===== src/rtl/gds3_pkg.sv =====
// Shared types, codes and constants of the Gaussian downsample-by-three core.
// No dependencies.
`default_nettype none

package gds3_pkg;

  localparam int CHANNEL_BITS      = 16;
  localparam int SUM_W             = CHANNEL_BITS + 4;
  localparam int NCH               = 7;
  localparam int MAX_OUT_WIDTH_DEF = 1024;
  localparam int DOWN_FACTOR       = 3;
  localparam int COL_W             = 10;
  localparam int ROW_W             = 12;
  localparam int IN_ROW_W          = 14;
  localparam int MODE_W            = 2;
  localparam int OUT_WIDTH_W       = 11;
  localparam int OUT_HEIGHT_W      = 13;
  localparam int OUT_HEIGHT_MAX    = 4096;
  localparam int CFG_IDX_W         = 2;
  localparam int CFG_DATA_W        = 13;
  localparam int QUEUE_DEPTH       = 4;
  localparam int ROUND_BIAS        = 8;
  localparam int KERNEL_SHIFT      = 4;
  localparam int PHASE_W           = 2;

  localparam logic [MODE_W-1:0] MODE_PASS  = 2'd0;
  localparam logic [MODE_W-1:0] MODE_POINT = 2'd1;
  localparam logic [MODE_W-1:0] MODE_GAUSS = 2'd2;

  localparam logic [CFG_IDX_W-1:0] CFG_FILTER_MODE = 2'd0;
  localparam logic [CFG_IDX_W-1:0] CFG_OUT_WIDTH   = 2'd1;
  localparam logic [CFG_IDX_W-1:0] CFG_OUT_HEIGHT  = 2'd2;

  localparam logic [OUT_WIDTH_W-1:0]  OUT_WIDTH_RST  = 11'd1024;
  localparam logic [OUT_HEIGHT_W-1:0] OUT_HEIGHT_RST = 13'd768;

  // position of an input pixel inside its group of three
  localparam logic [PHASE_W-1:0] PH_CENTER = 2'd0;
  localparam logic [PHASE_W-1:0] PH_RIGHT  = 2'd1;
  localparam logic [PHASE_W-1:0] PH_LEFT   = 2'd2;

  typedef enum logic [1:0] {
    OP_EMIT,
    OP_STORE,
    OP_ACCUM,
    OP_FINAL
  } op_kind_t;

  typedef logic [CHANNEL_BITS-1:0] chan_t;
  typedef logic [SUM_W-1:0]        sum_t;

  typedef struct packed {
    chan_t color_red;
    chan_t color_green;
    chan_t color_blue;
    chan_t normal_x;
    chan_t normal_y;
    chan_t normal_z;
    chan_t depth_value;
  } pixel_in_t;

  typedef struct packed {
    chan_t              out_red;
    chan_t              out_green;
    chan_t              out_blue;
    chan_t              out_normal_x;
    chan_t              out_normal_y;
    chan_t              out_normal_z;
    chan_t              out_depth;
    logic [COL_W-1:0]   out_col;
    logic [ROW_W-1:0]   out_row;
    logic               frame_end;
  } pixel_out_t;

  // one queued operation for the back end
  typedef struct packed {
    op_kind_t           kind;
    logic [COL_W-1:0]   col;
    logic [ROW_W-1:0]   row;
    logic               last;
    sum_t [NCH-1:0]     sums;
  } op_t;

endpackage

`default_nettype wire


===== src/rtl/gds3_queue.sv =====
// Short operation queue between the front end and the back end.
// Depends on gds3_pkg.
`default_nettype none

module gds3_queue #(
  parameter int MAX_OUT_WIDTH = gds3_pkg::MAX_OUT_WIDTH_DEF
) (
  input  logic                              clk,
  input  logic                              rst_n,
  input  logic                              push,
  input  gds3_pkg::op_t                     push_op,
  input  logic [$clog2(MAX_OUT_WIDTH)-1:0]  push_addr,
  output logic                              full,
  input  logic                              pop,
  output logic                              not_empty,
  output gds3_pkg::op_t                     head_op,
  output logic [$clog2(MAX_OUT_WIDTH)-1:0]  head_addr
);
  import gds3_pkg::*;

  localparam int AW   = $clog2(MAX_OUT_WIDTH);
  localparam int PW   = $clog2(QUEUE_DEPTH);
  localparam int CNTW = $clog2(QUEUE_DEPTH + 1);

  op_t             ops_r  [QUEUE_DEPTH];
  logic [AW-1:0]   addr_r [QUEUE_DEPTH];
  logic [PW-1:0]   wr_ptr_r, rd_ptr_r;
  logic [CNTW-1:0] count_r;

  assign full      = (count_r == CNTW'(QUEUE_DEPTH));
  assign not_empty = (count_r != '0);
  assign head_op   = ops_r[rd_ptr_r];
  assign head_addr = addr_r[rd_ptr_r];

  always_ff @(posedge clk) begin
    if (push) begin
      ops_r[wr_ptr_r]  <= push_op;
      addr_r[wr_ptr_r] <= push_addr;
    end
  end

  always_ff @(posedge clk) begin
    if (!rst_n) begin
      wr_ptr_r <= '0;
      rd_ptr_r <= '0;
      count_r  <= '0;
    end else begin
      if (push) begin
        wr_ptr_r <= (wr_ptr_r == PW'(QUEUE_DEPTH - 1)) ? '0 : wr_ptr_r + PW'(1);
      end
      if (pop) begin
        rd_ptr_r <= (rd_ptr_r == PW'(QUEUE_DEPTH - 1)) ? '0 : rd_ptr_r + PW'(1);
      end
      case ({push, pop})
        2'b10:   count_r <= count_r + CNTW'(1);
        2'b01:   count_r <= count_r - CNTW'(1);
        default: count_r <= count_r;
      endcase
    end
  end

endmodule

`default_nettype wire


===== config.mk =====
export PLATFORM = sky130hd
export DESIGN_NAME = gds3_queue
export DESIGN_NICKNAME = d
export VERILOG_FILES = /design/src/rtl/gds3_pkg.sv /design/src/rtl/gds3_queue.sv
export SDC_FILE = /design/constraint.sdc
export NUM_CORES = 1
export LEC_CHECK = 0
export BUFFER_PORTS_ARGS = -buffer_cell sky130_fd_sc_hd__buf_2
export CAP_MARGIN = 10
export CORE_ASPECT_RATIO = 1.5
export CORE_MARGIN = 10
export CORE_UTILIZATION = 45
export CTS_BUF_LIST = sky130_fd_sc_hd__clkbuf_2 sky130_fd_sc_hd__clkbuf_4 sky130_fd_sc_hd__clkbuf_8
export DETAILED_ROUTE_END_ITERATION = 6
export PLACE_DENSITY = 0.63
export SYNTH_ARGS = -nofsm -noshare
export SYNTH_HDL_FRONTEND = slang
export SYNTH_SLANG_ARGS = --single-unit

===== constraint.sdc =====
create_clock -name clk -period 6.2 [get_ports clk]
set_input_delay 1.24 -clock clk [delete_from_list [all_inputs] [get_ports clk]]
set_output_delay 1.24 -clock clk [all_outputs]
set_load 0.1 [all_outputs]

==> results_dict.tcl, run 1 <==
set metrics [dict create \
    syn_inst 961 \
    ir_worst_vdd_uv 261 \
    drt-initial-drc-count 720 \
    hold_buffers 0 \
    final_area_um2 30400 \
    clk_pin_slew_ns 0.06 \
    gp_congestion 0.737 \
    fmax_mhz 229 \
    pwr-share-seq 0.501 \
    crit_family "buffers and inverters" \
    grt_pass1_vias 12600 \
    critical_path_arrival_ns 3.13 \
    post-place-ws_ns 2.51 \
    fp.coreArea_um2 56800 \
    port_buffers 355 \
    finClkSkew_ns 0.0214 \
    cts_tree "built" \
    maxCapViolations 0 \
    p_sw_mw 3.25 \
    placedInstanceArea_um2 28400 \
    crit_buf_inv 2 \
    crit_chain "buf_4, mux4_2, buf_2" \
    worstMarginPinSlew_ns 0.852 \
    max_slew_margin 0.432 \
    sw_frac_of_total 0.295 \
    routed_wirelength_um 53400 \
    start_util 0.453 \
    ctsResizeCount 0 \
    area_delta_synth_final_pct 18.1 \
    syn_area_um2 25700 \
    clk_latency_ns 0.72 \
    htree_levels 3 \
    grt_pass1_wl_um 80700 \
    cts_buffer_depth 3 \
    grtUsageTotal 0.159 \
    rows 107 \
    critPathKind "reg -> out" \
    power_density_nw_per_um2 363 \
    grt_max_degree 102 \
    synth_nets 1147 \
    setup_viol 0 \
    fin_tns_setup_ns 0 \
    post-route-period-util 0.705 \
    antenna_found_initial 10 \
    placed_cells 2054 \
    whs_ns 0.515 \
    die_w_um 215 \
    final_cells 2245 \
    p_leak_nw 10.2 \
    post_cts_buffers 0 \
    critPathRequiredTime_ns 4.96 \
    start_kind "flip-flop" \
    viasPerCell 5.19 \
    syn_avg_cell_area_um2 26.8 \
    worst_slack_ns 1.83 \
    first_pass_iters 4 \
    cts_sinks 709 \
    ys_types 25 \
    place_hpwl_um 32900 \
    die_y_um 313 \
    p_total_mw 11.0 \
    min_period_ns 4.37 \
    drc_errors 0 \
    finalHoldViolCount 0 \
    hp-class "reg -> reg" \
    power_frac_comb 0.170 \
    route.vias.total 11600 \
    clockPowerShare 0.329 \
    yosys_warnings 0 \
    status "completed" \
    ios 356 \
    rsz0062_at_grt "no" \
    fin_nets 1581 \
    numCtsBuffers 102 \
    internal-power_mw 7.78 \
    drive_gt1_frac 0.483 \
    cp-end-kind "primary output" \
    ys_seq_area_frac 0.824 \
    wl_per_cell_um 23.8 \
    slowest_stage "dfxtp_4" \
    post-route-util 0.536 \
    cpPeakStageDelay_ns 0.85 \
    ant_nets 0 \
    synth-seq-cells 709 \
    dieArea_um2 67400 \
    root_buffer "clkbuf_8" \
    grt-ovfl-total 0 \
    crit_path_max_fanout 49 \
    final-max-slew-violation-count 0 \
]
cell usage in the layout (no fill, tap or decap), types with 3 or more instances in the layout:
cell       instances
buf_2            355
buf_4              7
ha_1               6
edfxtp_1         700
bufinv_16          3
diode_2            3
inv_1              6
buf_12             7
clkbuf_8         105
clkinv_1          23
and2_4             4
clkinv_2          12
dfxtp_1            7
clkbuf_4          38
mux4_2           175
nor2b_1            4
layer usage:
| layer | global-route usage | share of wire |
|---|---|---|
| met2 | 0.268 | 0.53 |
| met4 | 0.0677 | 0.028 |
| met5 | 0 | 0.0011 |
| met3 | 0.0465 | 0.065 |
| met1 | 0.186 | 0.38 |
power groups by stage:
stage          Combinational (mW)  Sequential, mW  Clock, mW
6_report                     1.87            5.53       3.63
5_1_grt                      1.94            5.55       3.97
4_1_cts                      1.90            5.53       3.77
3_5_place_dp                 1.90            5.64          0
3_3_place_gp                 1.89            5.62          0
2_1_floorplan                1.55            5.63          0
Yosys cell counts, drive strengths merged:
cell / number / share of area
edfxtp: 700 / 0.82
and3: 1 / 0.00024
a21oi: 1 / 0.00019
o21a: 1 / 0.00029
o21ai: 2 / 0.00039
fa: 1 / 0.00078
nor3b: 2 / 0.00058
nor2b: 4 / 0.00097
xor2: 1 / 0.00034
nand2: 1 / 0.00015
clkbuf: 1 / 0.00015
buf: 38 / 0.012
inv: 6 / 0.00087
mux4: 175 / 0.15
a21boi: 1 / 0.00029
or3: 2 / 0.00049
and2: 6 / 0.0015
ha: 6 / 0.0029
dfxtp: 9 / 0.0070
mux2i: 2 / 0.00078
xnor2: 1 / 0.00034
final cells by class:
type | count | area (um^2)
repair buffers | 369 | 1970
diodes | 3 | 7.51
clock inverters | 45 | 300
clock buffers | 143 | 1730
well taps | 763 | 955
fillers | 4467 | 26400
flip-flops and latches | 709 | 21200
inverters | 6 | 22.5
multi-input cells | 207 | 4210
logic make-up (layout without fill, tap and decap cells):
kind of cell,count (synthesis),in the layout,synth area share
flip-flops,709,709,0.824
multiplexers,177,177,0.154
buffers and inverters,45,563,0.0130
AND/OR/NAND/NOR,16,16,0.00389
adder cells (fa/ha/maj),7,7,0.00369
AO/OA/AOI/OAI,5,5,0.00117
XOR/XNOR,2,2,0.000681
other,0,3,0
state kept, by name, summed over array words and instances (netlist names), named ones only:
name / cells
count_r: 3
wr_ptr_r: 2
rd_ptr_r: 2
addr_r: 40
ops_r: 660
worst min-delay path: stages, from the launching register on:
cell and delay, ns:
dfxtp_1 0.32, o21ai_0 0.07, a21boi_0 0.07
path summary, 6_finish.rpt:
kind                                  start       endpoint  slack [ns]  cells after the start
worst max-delay path              flip-flop   head_op[125]        1.83                      3
worst min-delay path             count_r[2]     count_r[2]        0.52                      2
worst max register to register  wr_ptr_r[0]  ops_r[2][134]        3.76                      4
worst min register to register   count_r[2]     count_r[2]        0.52                      2
(Power assumes the default switching activity.)
==> run 2, diff against run 1 <==
Settings changed: ABC_AREA from default to 1, PLACE_DENSITY 0.63 to 0.65.
Clock period 6.2 ns to 4 ns, I/O delays scaled along.
==> results_dict.tcl, run 2 <==
set metrics [dict create \
    first_pass_iters 5 \
    grt_pass1_vias 16300 \
    final_common_cell "edfxtp_1" \
    synth-seq-cells 709 \
    worst-r2r-cell-count 5 \
    synth_top_family_by_area "compound AO/OA/AOI/OAI gates" \
    post-route-util 0.535 \
    synthXorXnorAreaFrac 0 \
    largest_registers "ops_r: 660 flops, addr_r: 40 flops, count_r: 3 flops" \
    htree_levels 3 \
    dieArea_um2 69000 \
    finalHoldViolCount 0 \
    synth_common_cells "edfxtp_1 (700), nor2_1 (355), o21ai_0 (239), o22ai_1 (175), o21ai_1 (115)" \
    root_buffer "clkbuf_8" \
    synth_nets 1938 \
    placed_cells 2804 \
    ys_seq_area_frac 0.803 \
    rows 108 \
    post-route-period-util 0.931 \
    ctsResizeCount 0 \
    gp_congestion 0.769 \
    critPathRequiredTime_ns 3.20 \
    synth-compound-area-share 0.109 \
    cts_sinks 709 \
    grt-ovfl-total 0 \
    status "completed" \
    yosys_warnings 0 \
    ir_worst_vdd_uv 385 \
    grt_pass1_wl_um 95200 \
    yosysMostFrequentCell "edfxtp_1" \
    cts_buffer_depth 3 \
    drive_gt1_frac 0.253 \
    largest-register "ops_r" \
    area_delta_synth_final_pct 17.4 \
    fmax_mhz 269 \
    wl_per_cell_um 21.1 \
    critPathKind "reg -> out" \
    start_kind "flip-flop" \
    drc_errors 0 \
    post-place-ws_ns 0.991 \
    die_w_um 218 \
    whs_ns 0.312 \
    final-max-slew-violation-count 0 \
    max_slew_margin 0.332 \
    worst_slack_ns 0.276 \
    antenna_found_initial 16 \
    ant_nets 0 \
    async_flop_share 0 \
    ys_types 23 \
    fin_tns_setup_ns 0 \
    setup_viol 0 \
    drt-initial-drc-count 1191 \
    die_y_um 317 \
    cp-end-kind "primary output" \
    finClkSkew_ns 0.0166 \
    largest_reg_flops 660 \
    grtUsageTotal 0.178 \
    synth_enable_flop_cells 700 \
    synth_top_area_share 0.796 \
    route.vias.total 16000 \
    fp.coreArea_um2 58000 \
    post_cts_buffers 0 \
    yosysTopAreaCell "edfxtp_1" \
    grt_max_degree 195 \
    critical_path_arrival_ns 2.92 \
    syn_inst 1752 \
    netlist_top_cells_area "edfxtp_1 (80%), nor2_1 (5.0%), o21ai_0 (4.5%)" \
    final_cell_mix "edfxtp_1 (700), nor2_1 (355), buf_2 (355), o21ai_0 (239), o22ai_1 (175)" \
    ios 356 \
    worstMarginPinSlew_ns 1.00 \
    holdPathStages 1 \
    clk_latency_ns 0.68 \
    synth_fa_ha_area_frac 0.00360 \
    numCtsBuffers 102 \
    synth_mux_area_frac 0 \
    final_cells 3004 \
    viasPerCell 5.34 \
    clk_pin_slew_ns 0.06 \
    yosys_most_used_dff "edfxtp_1" \
    port_buffers 355 \
    rsz0062_at_grt "no" \
    hold_buffers 0 \
    power_density_nw_per_um2 566 \
    syn_area_um2 26400 \
    syn_avg_cell_area_um2 15.1 \
    start_util 0.456 \
    p_leak_nw 10.8 \
    synthSimpleGateAreaFrac 0.0528 \
    crit_path_max_fanout 65 \
    fin_nets 2324 \
    place_hpwl_um 38500 \
    cts_tree "built" \
    maxCapViolations 0 \
    min_period_ns 3.72 \
    hp-class "in -> reg" \
    routed_wirelength_um 63300 \
]
run 2: cell types whose count changed in the layout (fill, tap and decap cells not counted), sizes merged, moves of 5 or more:
cell,previous run,this run
clkinv,36,43
clkbuf,143,128
inv,10,19
nand2,1,8
o21ai,2,354
clkinvlp,2,7
buf,369,397
and2,6,0
nor2,0,355
o22ai,0,175
mux4,175,0
diode,3,17
run 2: power breakdown:
part	internal, mW	total (mW)	switching, mW
Combinational	0.530	3.45	2.92
Clock	2.90	5.52	2.62
Sequential	8.50	8.58	0.0860
Total	11.9	17.6	5.63
run 2: layer usage:
layer | track usage | share of wire | wire (um) | vias up
met2 | 0.304 | 0.51 | 32400 | 508
met3 | 0.0524 | 0.074 | 4700 | 94
li1 | - | - | - | 7465
met1 | 0.209 | 0.39 | 24600 | 7967
met4 | 0.0694 | 0.025 | 1570 | 4
met5 | 0 | 0.00032 | 20 | -
run 2: path summary, 6_finish.rpt:
kind / from / end / slack, ns
min: push_op[21] / ops_r[0][21] / 0.31
min reg2reg: rd_ptr_r[1] / flip-flop / 0.54
max: flip-flop / head_op[140] / 0.28
max reg2reg: wr_ptr_r[0] / ops_r[0][14] / 1.58
run 2: worst max-delay path, cell delays in order, from the launching register on:
cell and delay (ns):
dfxtp_4 0.88, buf_4 0.34, o21ai_0 0.12, o22ai_1 0.34, buf_2 0.50
run 2: stage by stage:
step           cell area [um^2]  power [mW]
3_3_place_gp              29000        12.2
4_1_cts                   31000        17.7
2_1_floorplan             26400        11.5
3_5_place_dp              29000        12.2
6_report                  31000        17.6
5_1_grt                   31000        18.2
run 2: area by class of cell:
class | count | area, um^2
fill | 4719 | 27000
sequential | 709 | 21200
antenna | 17 | 42.5
timing repair buffer | 397 | 2350
tap | 770 | 963
multi-input combinational | 910 | 4380
clock buffer | 128 | 1600
clock inverter | 55 | 372
inverter | 18 | 97.6
run 2: cells by family after synthesis:
family | Yosys count
fa+ha+maj | 7
flops | 709
simple gates | 369
compound gates | 534
buf+inv | 133
