$ cat src/rtl/gds3_pkg.sv
// Shared types, codes and constants of the Gaussian downsample-by-three core.
// No dependencies.
`default_nettype none

package gds3_pkg;

  localparam int CHANNEL_BITS      = 16;
  localparam int SUM_W             = CHANNEL_BITS + 4;
  localparam int NCH               = 7;
  localparam int MAX_OUT_WIDTH_DEF = 1024;
  localparam int DOWN_FACTOR       = 3;
  localparam int COL_W             = 10;
  localparam int ROW_W             = 12;
  localparam int IN_ROW_W          = 14;
  localparam int MODE_W            = 2;
  localparam int OUT_WIDTH_W       = 11;
  localparam int OUT_HEIGHT_W      = 13;
  localparam int OUT_HEIGHT_MAX    = 4096;
  localparam int CFG_IDX_W         = 2;
  localparam int CFG_DATA_W        = 13;
  localparam int QUEUE_DEPTH       = 4;
  localparam int ROUND_BIAS        = 8;
  localparam int KERNEL_SHIFT      = 4;
  localparam int PHASE_W           = 2;

  localparam logic [MODE_W-1:0] MODE_PASS  = 2'd0;
  localparam logic [MODE_W-1:0] MODE_POINT = 2'd1;
  localparam logic [MODE_W-1:0] MODE_GAUSS = 2'd2;

  localparam logic [CFG_IDX_W-1:0] CFG_FILTER_MODE = 2'd0;
  localparam logic [CFG_IDX_W-1:0] CFG_OUT_WIDTH   = 2'd1;
  localparam logic [CFG_IDX_W-1:0] CFG_OUT_HEIGHT  = 2'd2;

  localparam logic [OUT_WIDTH_W-1:0]  OUT_WIDTH_RST  = 11'd1024;
  localparam logic [OUT_HEIGHT_W-1:0] OUT_HEIGHT_RST = 13'd768;

  // position of an input pixel inside its group of three
  localparam logic [PHASE_W-1:0] PH_CENTER = 2'd0;
  localparam logic [PHASE_W-1:0] PH_RIGHT  = 2'd1;
  localparam logic [PHASE_W-1:0] PH_LEFT   = 2'd2;

  typedef enum logic [1:0] {
    OP_EMIT,
    OP_STORE,
    OP_ACCUM,
    OP_FINAL
  } op_kind_t;

  typedef logic [CHANNEL_BITS-1:0] chan_t;
  typedef logic [SUM_W-1:0]        sum_t;

  typedef struct packed {
    chan_t color_red;
    chan_t color_green;
    chan_t color_blue;
    chan_t normal_x;
    chan_t normal_y;
    chan_t normal_z;
    chan_t depth_value;
  } pixel_in_t;

  typedef struct packed {
    chan_t              out_red;
    chan_t              out_green;
    chan_t              out_blue;
    chan_t              out_normal_x;
    chan_t              out_normal_y;
    chan_t              out_normal_z;
    chan_t              out_depth;
    logic [COL_W-1:0]   out_col;
    logic [ROW_W-1:0]   out_row;
    logic               frame_end;
  } pixel_out_t;

  // one queued operation for the back end
  typedef struct packed {
    op_kind_t           kind;
    logic [COL_W-1:0]   col;
    logic [ROW_W-1:0]   row;
    logic               last;
    sum_t [NCH-1:0]     sums;
  } op_t;

endpackage

`default_nettype wire

$ cat src/rtl/gds3_front.sv
// Front end: input position counters, classification and horizontal 1-2-1 sums.
// Depends on gds3_pkg.
`default_nettype none

module gds3_front #(
  parameter int MAX_OUT_WIDTH = gds3_pkg::MAX_OUT_WIDTH_DEF
) (
  input  logic                                clk,
  input  logic                                rst_n,
  input  logic                                accept,
  input  gds3_pkg::pixel_in_t                 pix,
  input  logic [gds3_pkg::MODE_W-1:0]         filter_mode,
  input  logic [gds3_pkg::OUT_WIDTH_W-1:0]    out_width,
  input  logic [gds3_pkg::OUT_HEIGHT_W-1:0]   out_height,
  output gds3_pkg::op_t                       op,
  output logic                                op_valid,
  output logic [$clog2(MAX_OUT_WIDTH)-1:0]    op_addr
);
  import gds3_pkg::*;

  localparam int AW    = $clog2(MAX_OUT_WIDTH);
  localparam int WW    = $clog2(MAX_OUT_WIDTH + 1);
  localparam int CW    = $clog2(DOWN_FACTOR * MAX_OUT_WIDTH + 1);
  localparam int CW1   = CW + 1;
  localparam int RW1   = IN_ROW_W + 1;
  localparam int EXT_W = (WW > OUT_WIDTH_W) ? WW : OUT_WIDTH_W;

  logic [CW-1:0]         c_r, c_nxt;
  logic [IN_ROW_W-1:0]   r_r, r_nxt;
  logic [AW-1:0]         x_r, x_nxt;
  logic [ROW_W-1:0]      y_r, y_nxt;
  logic [PHASE_W-1:0]    cp_r, cp_nxt, rp_r, rp_nxt;
  sum_t [NCH-1:0]        hs_r, hs_nxt;
  sum_t [NCH-1:0]        px, hs2, hs3;

  logic [EXT_W-1:0]        ow_ext;
  logic [WW-1:0]           w_eff;
  logic [OUT_HEIGHT_W-1:0] h_eff;
  logic [CW-1:0]           in_w;
  logic [IN_ROW_W-1:0]     in_h;
  logic                    down, gauss, point;
  logic                    col_wrap, row_wrap, x_in, y_in, x_last, y_last;

  function automatic logic [PHASE_W-1:0] next_phase(input logic [PHASE_W-1:0] ph);
    logic [PHASE_W-1:0] res;
    case (ph)
      PH_CENTER: res = PH_RIGHT;
      PH_RIGHT:  res = PH_LEFT;
      default:   res = PH_CENTER;
    endcase
    return res;
  endfunction

  always_comb begin
    px[0] = SUM_W'(pix.color_red);
    px[1] = SUM_W'(pix.color_green);
    px[2] = SUM_W'(pix.color_blue);
    px[3] = SUM_W'(pix.normal_x);
    px[4] = SUM_W'(pix.normal_y);
    px[5] = SUM_W'(pix.normal_z);
    px[6] = SUM_W'(pix.depth_value);
  end

  // effective sizes
  always_comb begin
    ow_ext = EXT_W'(out_width);
    if (out_width == '0) begin
      w_eff = WW'(1);
    end else if (ow_ext > EXT_W'(MAX_OUT_WIDTH)) begin
      w_eff = WW'(MAX_OUT_WIDTH);
    end else begin
      w_eff = WW'(out_width);
    end
    if (out_height == '0) begin
      h_eff = OUT_HEIGHT_W'(1);
    end else if (out_height > OUT_HEIGHT_W'(OUT_HEIGHT_MAX)) begin
      h_eff = OUT_HEIGHT_W'(OUT_HEIGHT_MAX);
    end else begin
      h_eff = out_height;
    end
  end

  assign down  = filter_mode inside {MODE_POINT, MODE_GAUSS};
  assign gauss = (filter_mode == MODE_GAUSS);
  assign point = (filter_mode == MODE_POINT);

  assign in_w = down ? CW'(w_eff) * CW'(DOWN_FACTOR) : CW'(w_eff);
  assign in_h = down ? IN_ROW_W'(h_eff) * IN_ROW_W'(DOWN_FACTOR) : IN_ROW_W'(h_eff);

  assign col_wrap = ({1'b0, c_r} + CW1'(1)) >= {1'b0, in_w};
  assign row_wrap = ({1'b0, r_r} + RW1'(1)) >= {1'b0, in_h};
  assign x_in     = WW'(x_r) < w_eff;
  assign y_in     = OUT_HEIGHT_W'(y_r) < h_eff;
  assign x_last   = (WW'(x_r) + WW'(1)) == w_eff;
  assign y_last   = (OUT_HEIGHT_W'(y_r) + OUT_HEIGHT_W'(1)) == h_eff;

  // position counters
  always_comb begin
    c_nxt  = c_r + CW'(1);
    cp_nxt = next_phase(cp_r);
    x_nxt  = (cp_r == PH_LEFT) ? x_r + AW'(1) : x_r;
    r_nxt  = r_r;
    rp_nxt = rp_r;
    y_nxt  = y_r;
    if (col_wrap) begin
      c_nxt  = '0;
      cp_nxt = PH_CENTER;
      x_nxt  = '0;
      if (row_wrap) begin
        r_nxt  = '0;
        rp_nxt = PH_CENTER;
        y_nxt  = '0;
      end else begin
        r_nxt  = r_r + IN_ROW_W'(1);
        rp_nxt = next_phase(rp_r);
        y_nxt  = (rp_r == PH_LEFT) ? y_r + ROW_W'(1) : y_r;
      end
    end
  end

  // horizontal 1-2-1, column -1 clamped to column 0
  always_comb begin
    for (int k = 0; k < NCH; k++) begin
      case (cp_r)
        PH_LEFT:   hs_nxt[k] = px[k];
        PH_CENTER: hs_nxt[k] = (c_r == '0) ? px[k] + (px[k] << 1) : hs_r[k] + (px[k] << 1);
        default:   hs_nxt[k] = hs_r[k] + px[k];
      endcase
      hs2[k] = hs_nxt[k] << 1;
      hs3[k] = hs_nxt[k] + (hs_nxt[k] << 1);
    end
  end

  // classification
  always_comb begin
    op       = '0;
    op.kind  = OP_EMIT;
    op.sums  = px;
    op.col   = COL_W'(x_r);
    op.row   = y_r;
    op.last  = x_last && y_last;
    op_valid = 1'b0;
    op_addr  = x_r;
    if (!down) begin
      op.col   = COL_W'(c_r);
      op.row   = ROW_W'(r_r);
      op.last  = col_wrap && row_wrap;
      op_valid = 1'b1;
    end else if (point) begin
      op_valid = (cp_r == PH_RIGHT) && (rp_r == PH_RIGHT) && x_in && y_in;
    end else if (gauss && (cp_r == PH_RIGHT) && x_in) begin
      case (rp_r)
        PH_LEFT: begin
          op.kind  = OP_STORE;
          op.sums  = hs_nxt;
          op_valid = 1'b1;
        end
        PH_CENTER: begin
          op.kind  = (r_r == '0) ? OP_STORE : OP_ACCUM;
          op.sums  = (r_r == '0) ? hs3 : hs2;
          op_valid = 1'b1;
        end
        PH_RIGHT: begin
          op.kind  = OP_FINAL;
          op.sums  = hs_nxt;
          op_valid = y_in;
        end
        default: begin
          op_valid = 1'b0;
        end
      endcase
    end
  end

  always_ff @(posedge clk) begin
    if (!rst_n) begin
      c_r  <= '0;
      r_r  <= '0;
      x_r  <= '0;
      y_r  <= '0;
      cp_r <= PH_CENTER;
      rp_r <= PH_CENTER;
      hs_r <= '0;
    end else if (accept) begin
      c_r  <= c_nxt;
      r_r  <= r_nxt;
      x_r  <= x_nxt;
      y_r  <= y_nxt;
      cp_r <= cp_nxt;
      rp_r <= rp_nxt;
      if (gauss) begin
        hs_r <= hs_nxt;
      end
    end
  end

endmodule

`default_nettype wire

$ cat config.mk
export PLATFORM = sky130hd
export DESIGN_NAME = gds3_front
export DESIGN_NICKNAME = d
export VERILOG_FILES = /design/src/rtl/gds3_pkg.sv /design/src/rtl/gds3_front.sv
export SDC_FILE = /design/constraint.sdc
export NUM_CORES = 2
export LEC_CHECK = 0
export ABC_AREA = 1
export BUFFER_PORTS_ARGS = -buffer_cell sky130_fd_sc_hd__buf_2
export CAP_MARGIN = 20
export CORE_AREA = 2 2 283 285
export DETAILED_ROUTE_END_ITERATION = 6
export DIE_AREA = 0 0 285 287
export GPL_TIMING_DRIVEN = 1
export PLACE_DENSITY = 0.73
export SYNTH_ARGS = -nofsm -noshare
export SYNTH_HDL_FRONTEND = slang
export SYNTH_SLANG_ARGS = --single-unit
$ cat constraint.sdc
create_clock -name clk -period 11.4 [get_ports clk]
set_input_delay 1.14 -clock clk [delete_from_list [all_inputs] [get_ports clk]]
set_output_delay 1.14 -clock clk [all_outputs]
set_load 0.005 [all_outputs]
==> flow_summary_export.csv <==
group,metric,value,unit
outcome,status,"finished, violations left",
outcome,violations,"DRC",
power_and_ir_drop,peakVddDrop,131,uV
power_and_ir_drop,power.leakage,25.5,nW
die,core,78600,sq um
logic_synthesis,yosysUniqueCellTypes,61,
clocking,hold_buffers,0,
drt,first_pass_iters,7,
layout,finalNonFillerCells,9407,
logic_synthesis,ys_ff_latch,192,
setup_path,required,10.26,ns
timing,skew,0.0220,ns
placement,hpwlAfterDp,144000,um
clocking,postCtsSetupBuffers,0,
setup_path,slowest_stage,"inv_2",
grt,grt_remaining_overflow,0,
clocking,ctsRootBufferMaster,"clkbuf_16",
setup_path,end_kind,"output pin",
layout,n_fill_cell,8342,
power_and_ir_drop,power.density,110,nW/um^2
timing,setup_viol,0,
die,die-height,287,um
clocking,cts_tree,"yes",
setup_path,crit_type,"register to output pin",
die,die_w,285,um
drt,route.antenna.remaining_nets,0,
timing,worst_pin_slew,1.12,ns
timing,fin_setup_tns,0,ns
logic_synthesis,synth_area,44700,sq um
die,initial_core_util,0.568,
drt,wl,187000,um
hold_path,holdPathStages,2,
placement,gp_congestion,1.04,
clocking,clk_latency,0.55,ns
drt,drc,2,
setup_path,timing.rr.start,"r_r[0]$_SDFFE_PN0P_",
drt,via_per_inst,6.08,
setup_path,worst_ep_arrival_time,6.24,ns
logic_synthesis,avgSynthCellArea,5.46,sq um
setup_path,cpLargestDelayFamily,"buffers and inverters",
die,fp-row-count,103,
layout,final_util,0.607,
timing,finalHoldViolCount,0,
layout,area_delta_synth_final,6.76,%
clocking,cts.path.max_buffers,2,
layout,fin_nets,9052,
setup_path,rr_endpoint,"y_r[9]$_SDFFE_PN0P_",
setup_path,path_max_fanout,19,
logic_synthesis,ys_seq_area_frac,0.0861,
setup_path,r2r_slack,7.28,ns
die,pin_count,317,
grt,grt_max_degree,133,
logic_synthesis,synthTopCellsByArea,"nand2_1 19%, ha_1 15%, inv_1 9.3%, a21oi_1 9.2%, dfxtp_1 8.6%",
setup_path,crit_cells,24,
placement,io_buffer_count,316,
job,maxCapViolCount,0,
drt,wl_per_cell,19.9,um
setup_path,crit_path_max_incr_delay,0.81,ns
logic_synthesis,syn_inst,8175,
timing,timing.fmax,0.136,GHz
power_and_ir_drop,total_power,0.00526,W
setup_path,startpoint,"c_r[0]$_SDFFE_PN0P_",
grt,grt_use_total,0.440,
die,dieArea,81800,sq um
layout,drive_above_1_share,0.0617,
setup_path,rr_worst_depth,18,
clocking,clkTransAtPathRegs,0.10,ns
setup_path,cp-start-kind,"register",
grt,first_global_vias,52100,
timing,rsz0062_at_grt,"false",
drt,vias,57200,
setup_path,path_buf_inv,6,
logic_synthesis,synthArstFlopShare,0,
hold_path,worstHoldPathType,"register to register",
logic_synthesis,yosysWarningCount,0,
logic_synthesis,synth_top_area_share,0.193,
clocking,htreeDepth,4,
drt,drtIter0Drc,6363,
setup_path,crit_chain,"inv_1, ha_1, nand2_1, inv_1, nand3_2, inv_2, buf_4, o21ai_1, a21oi_1, o21ai_1, nand3_1, inv_1, ha_1, a21oi_1, o21ai_0, a21oi_1, o21ai_0, a21o_1, or2_2, nand3_1, nand2_1, nor2_1, nor2_1, buf_2",
timing,slew_headroom,0.255,
clocking,cts.sinks,192,
placement,dp.cells,9367,
timing,timing.final.crit_share,0.647,
timing,slew_violations,0,
grt,grt_antenna_before_repair,3,
grt,grt_pass1_wl,286000,um
timing,whs,0.502,ns
logic_synthesis,synth_area_leader_cell,"nand2_1",
logic_synthesis,synth_edf_count,0,
logic_synthesis,synth_flop_cell,"dfxtp_1",
clocking,cts_resized,0,
timing,min_period,7.38,ns
clocking,cts_buffers,17,
hold_path,min_to,"r_r[13]$_SDFFE_PN0P_",
hold_path,holdCritStartpoint,"r_r[13]$_SDFFE_PN0P_",
logic_synthesis,syn-num-nets,8890,
## power by group
group,switching (W),leakage (nW),internal (W)
Combinational,0.00257,23.7,0.00125
Sequential,0.0000426,1.57,0.000699
Clock,0.000378,0.281,0.000317
Total,0.00299,25.5,0.00227
## per-layer routing
layer | global-route usage | up-vias | wire length [um]
met5 | 0 | - | 22
met4 | 0.240 | 4 | 11500
met3 | 0.104 | 672 | 22800
met2 | 0.679 | 3404 | 78100
met1 | 0.565 | 25600 | 74600
li1 | - | 27500 | -
## cells in the final DEF (no fill, tap or decap), drive strengths merged, types with 2 or more instances in the layout
cell type and instances:
and2 29, o21ai 682, inv 1124, or2 81
nand2 2299, nand4 155, nand3 746, xnor2 65
xor2 71, a21oi 821, o21a 5, dfxtp 192
o211ai 27, a2111oi 2, nor3 63, o221ai 9
o21bai 34, o22ai 33, a31o 7, clkinvlp 3
a211oi 9, a21boi 12, a22oi 10, ha 544
fa 30, clkinv 8, a21o 35, a32oi 6
o2111ai 15, nor4 19, a41oi 3, a31oi 39
clkbuf 19, diode 7, buf 353, nand3b 33
o31ai 16, nor2 744
## worst register-to-register path, delay by kind of cell, from the launching register on
kind / cells / cell delay, ns
XOR/XNOR: 1 / 0.18
adder cells (fa/ha/maj): 1 / 0.30
AND/OR/NAND/NOR: 13 / 2.57
AO/OA/AOI/OAI: 1 / 0.07
buffers and inverters: 2 / 0.36
flip-flops: 1 / 0.45
## cells in the mapped netlist (10+ instances only)
cell / number
a21boi_0: 12
a21o_1: 35
a21oi_1: 818
a22oi_1: 10
a31oi_1: 39
and2_1: 29
buf_1: 25
buf_2: 51
clkbuf_1: 128
dfxtp_1: 192
fa_1: 30
ha_1: 544
inv_1: 1112
nand2_1: 2297
nand3_1: 742
nand3b_1: 33
nand4_1: 155
nor2_1: 739
nor3_1: 62
nor4_1: 18
o2111ai_1: 15
o211ai_1: 27
o21ai_0: 666
o21ai_1: 15
o21bai_1: 34
o22ai_1: 33
o31ai_1: 16
or2_2: 80
xnor2_1: 65
xor2_1: 71
## metrics by stage
stage,cell area [sq um],setup WS (ns)
global route,47700,3.78
finish,47700,4.02
detailed placement,47100,4.47
floorplan,44700,5.45
global placement,47000,4.53
CTS,47600,4.24
## logic make-up after synthesis
logic type | count (synthesis) | synth area share
simple gates | 4171 | 0.394
compound gates | 1768 | 0.213
buf+inv | 1333 | 0.114
fa+ha+maj | 574 | 0.166
flops | 192 | 0.0861
xor+xnor | 136 | 0.0267
mux | 1 | 0.000224
## sequential cells by signal (all words and copies together) (netlist names)
name,cells
y_r,12
c_r,12
rp_r,2
r_r,14
cp_r,2
op_addr,10
hs_r,140
## final cells by class
cell class	count	area, sq um	share of cell area
Clock buffer	19	443	0.00929
Antenna cell	7	17.5	0.000367
Clock inverter	13	149	0.00312
Tap cell	1050	1310	0.0276
Inverter	1123	4230	0.0886
Timing Repair Buffer	353	1890	0.0396
Sequential cell	192	3850	0.0807
Multi-Input combinational cell	6650	35800	0.751
## how the worst max path moves through the flow
stage	slack, ns	to
after detailed placement	4.47	op[140]
after global placement	4.53	op[140]
after CTS	4.24	op[136]
after floorplan	5.45	op[140]
final	4.02	op[136]
after global routing	3.78	op[13]
No activity file was read; power rests on OpenSTA's default activity.
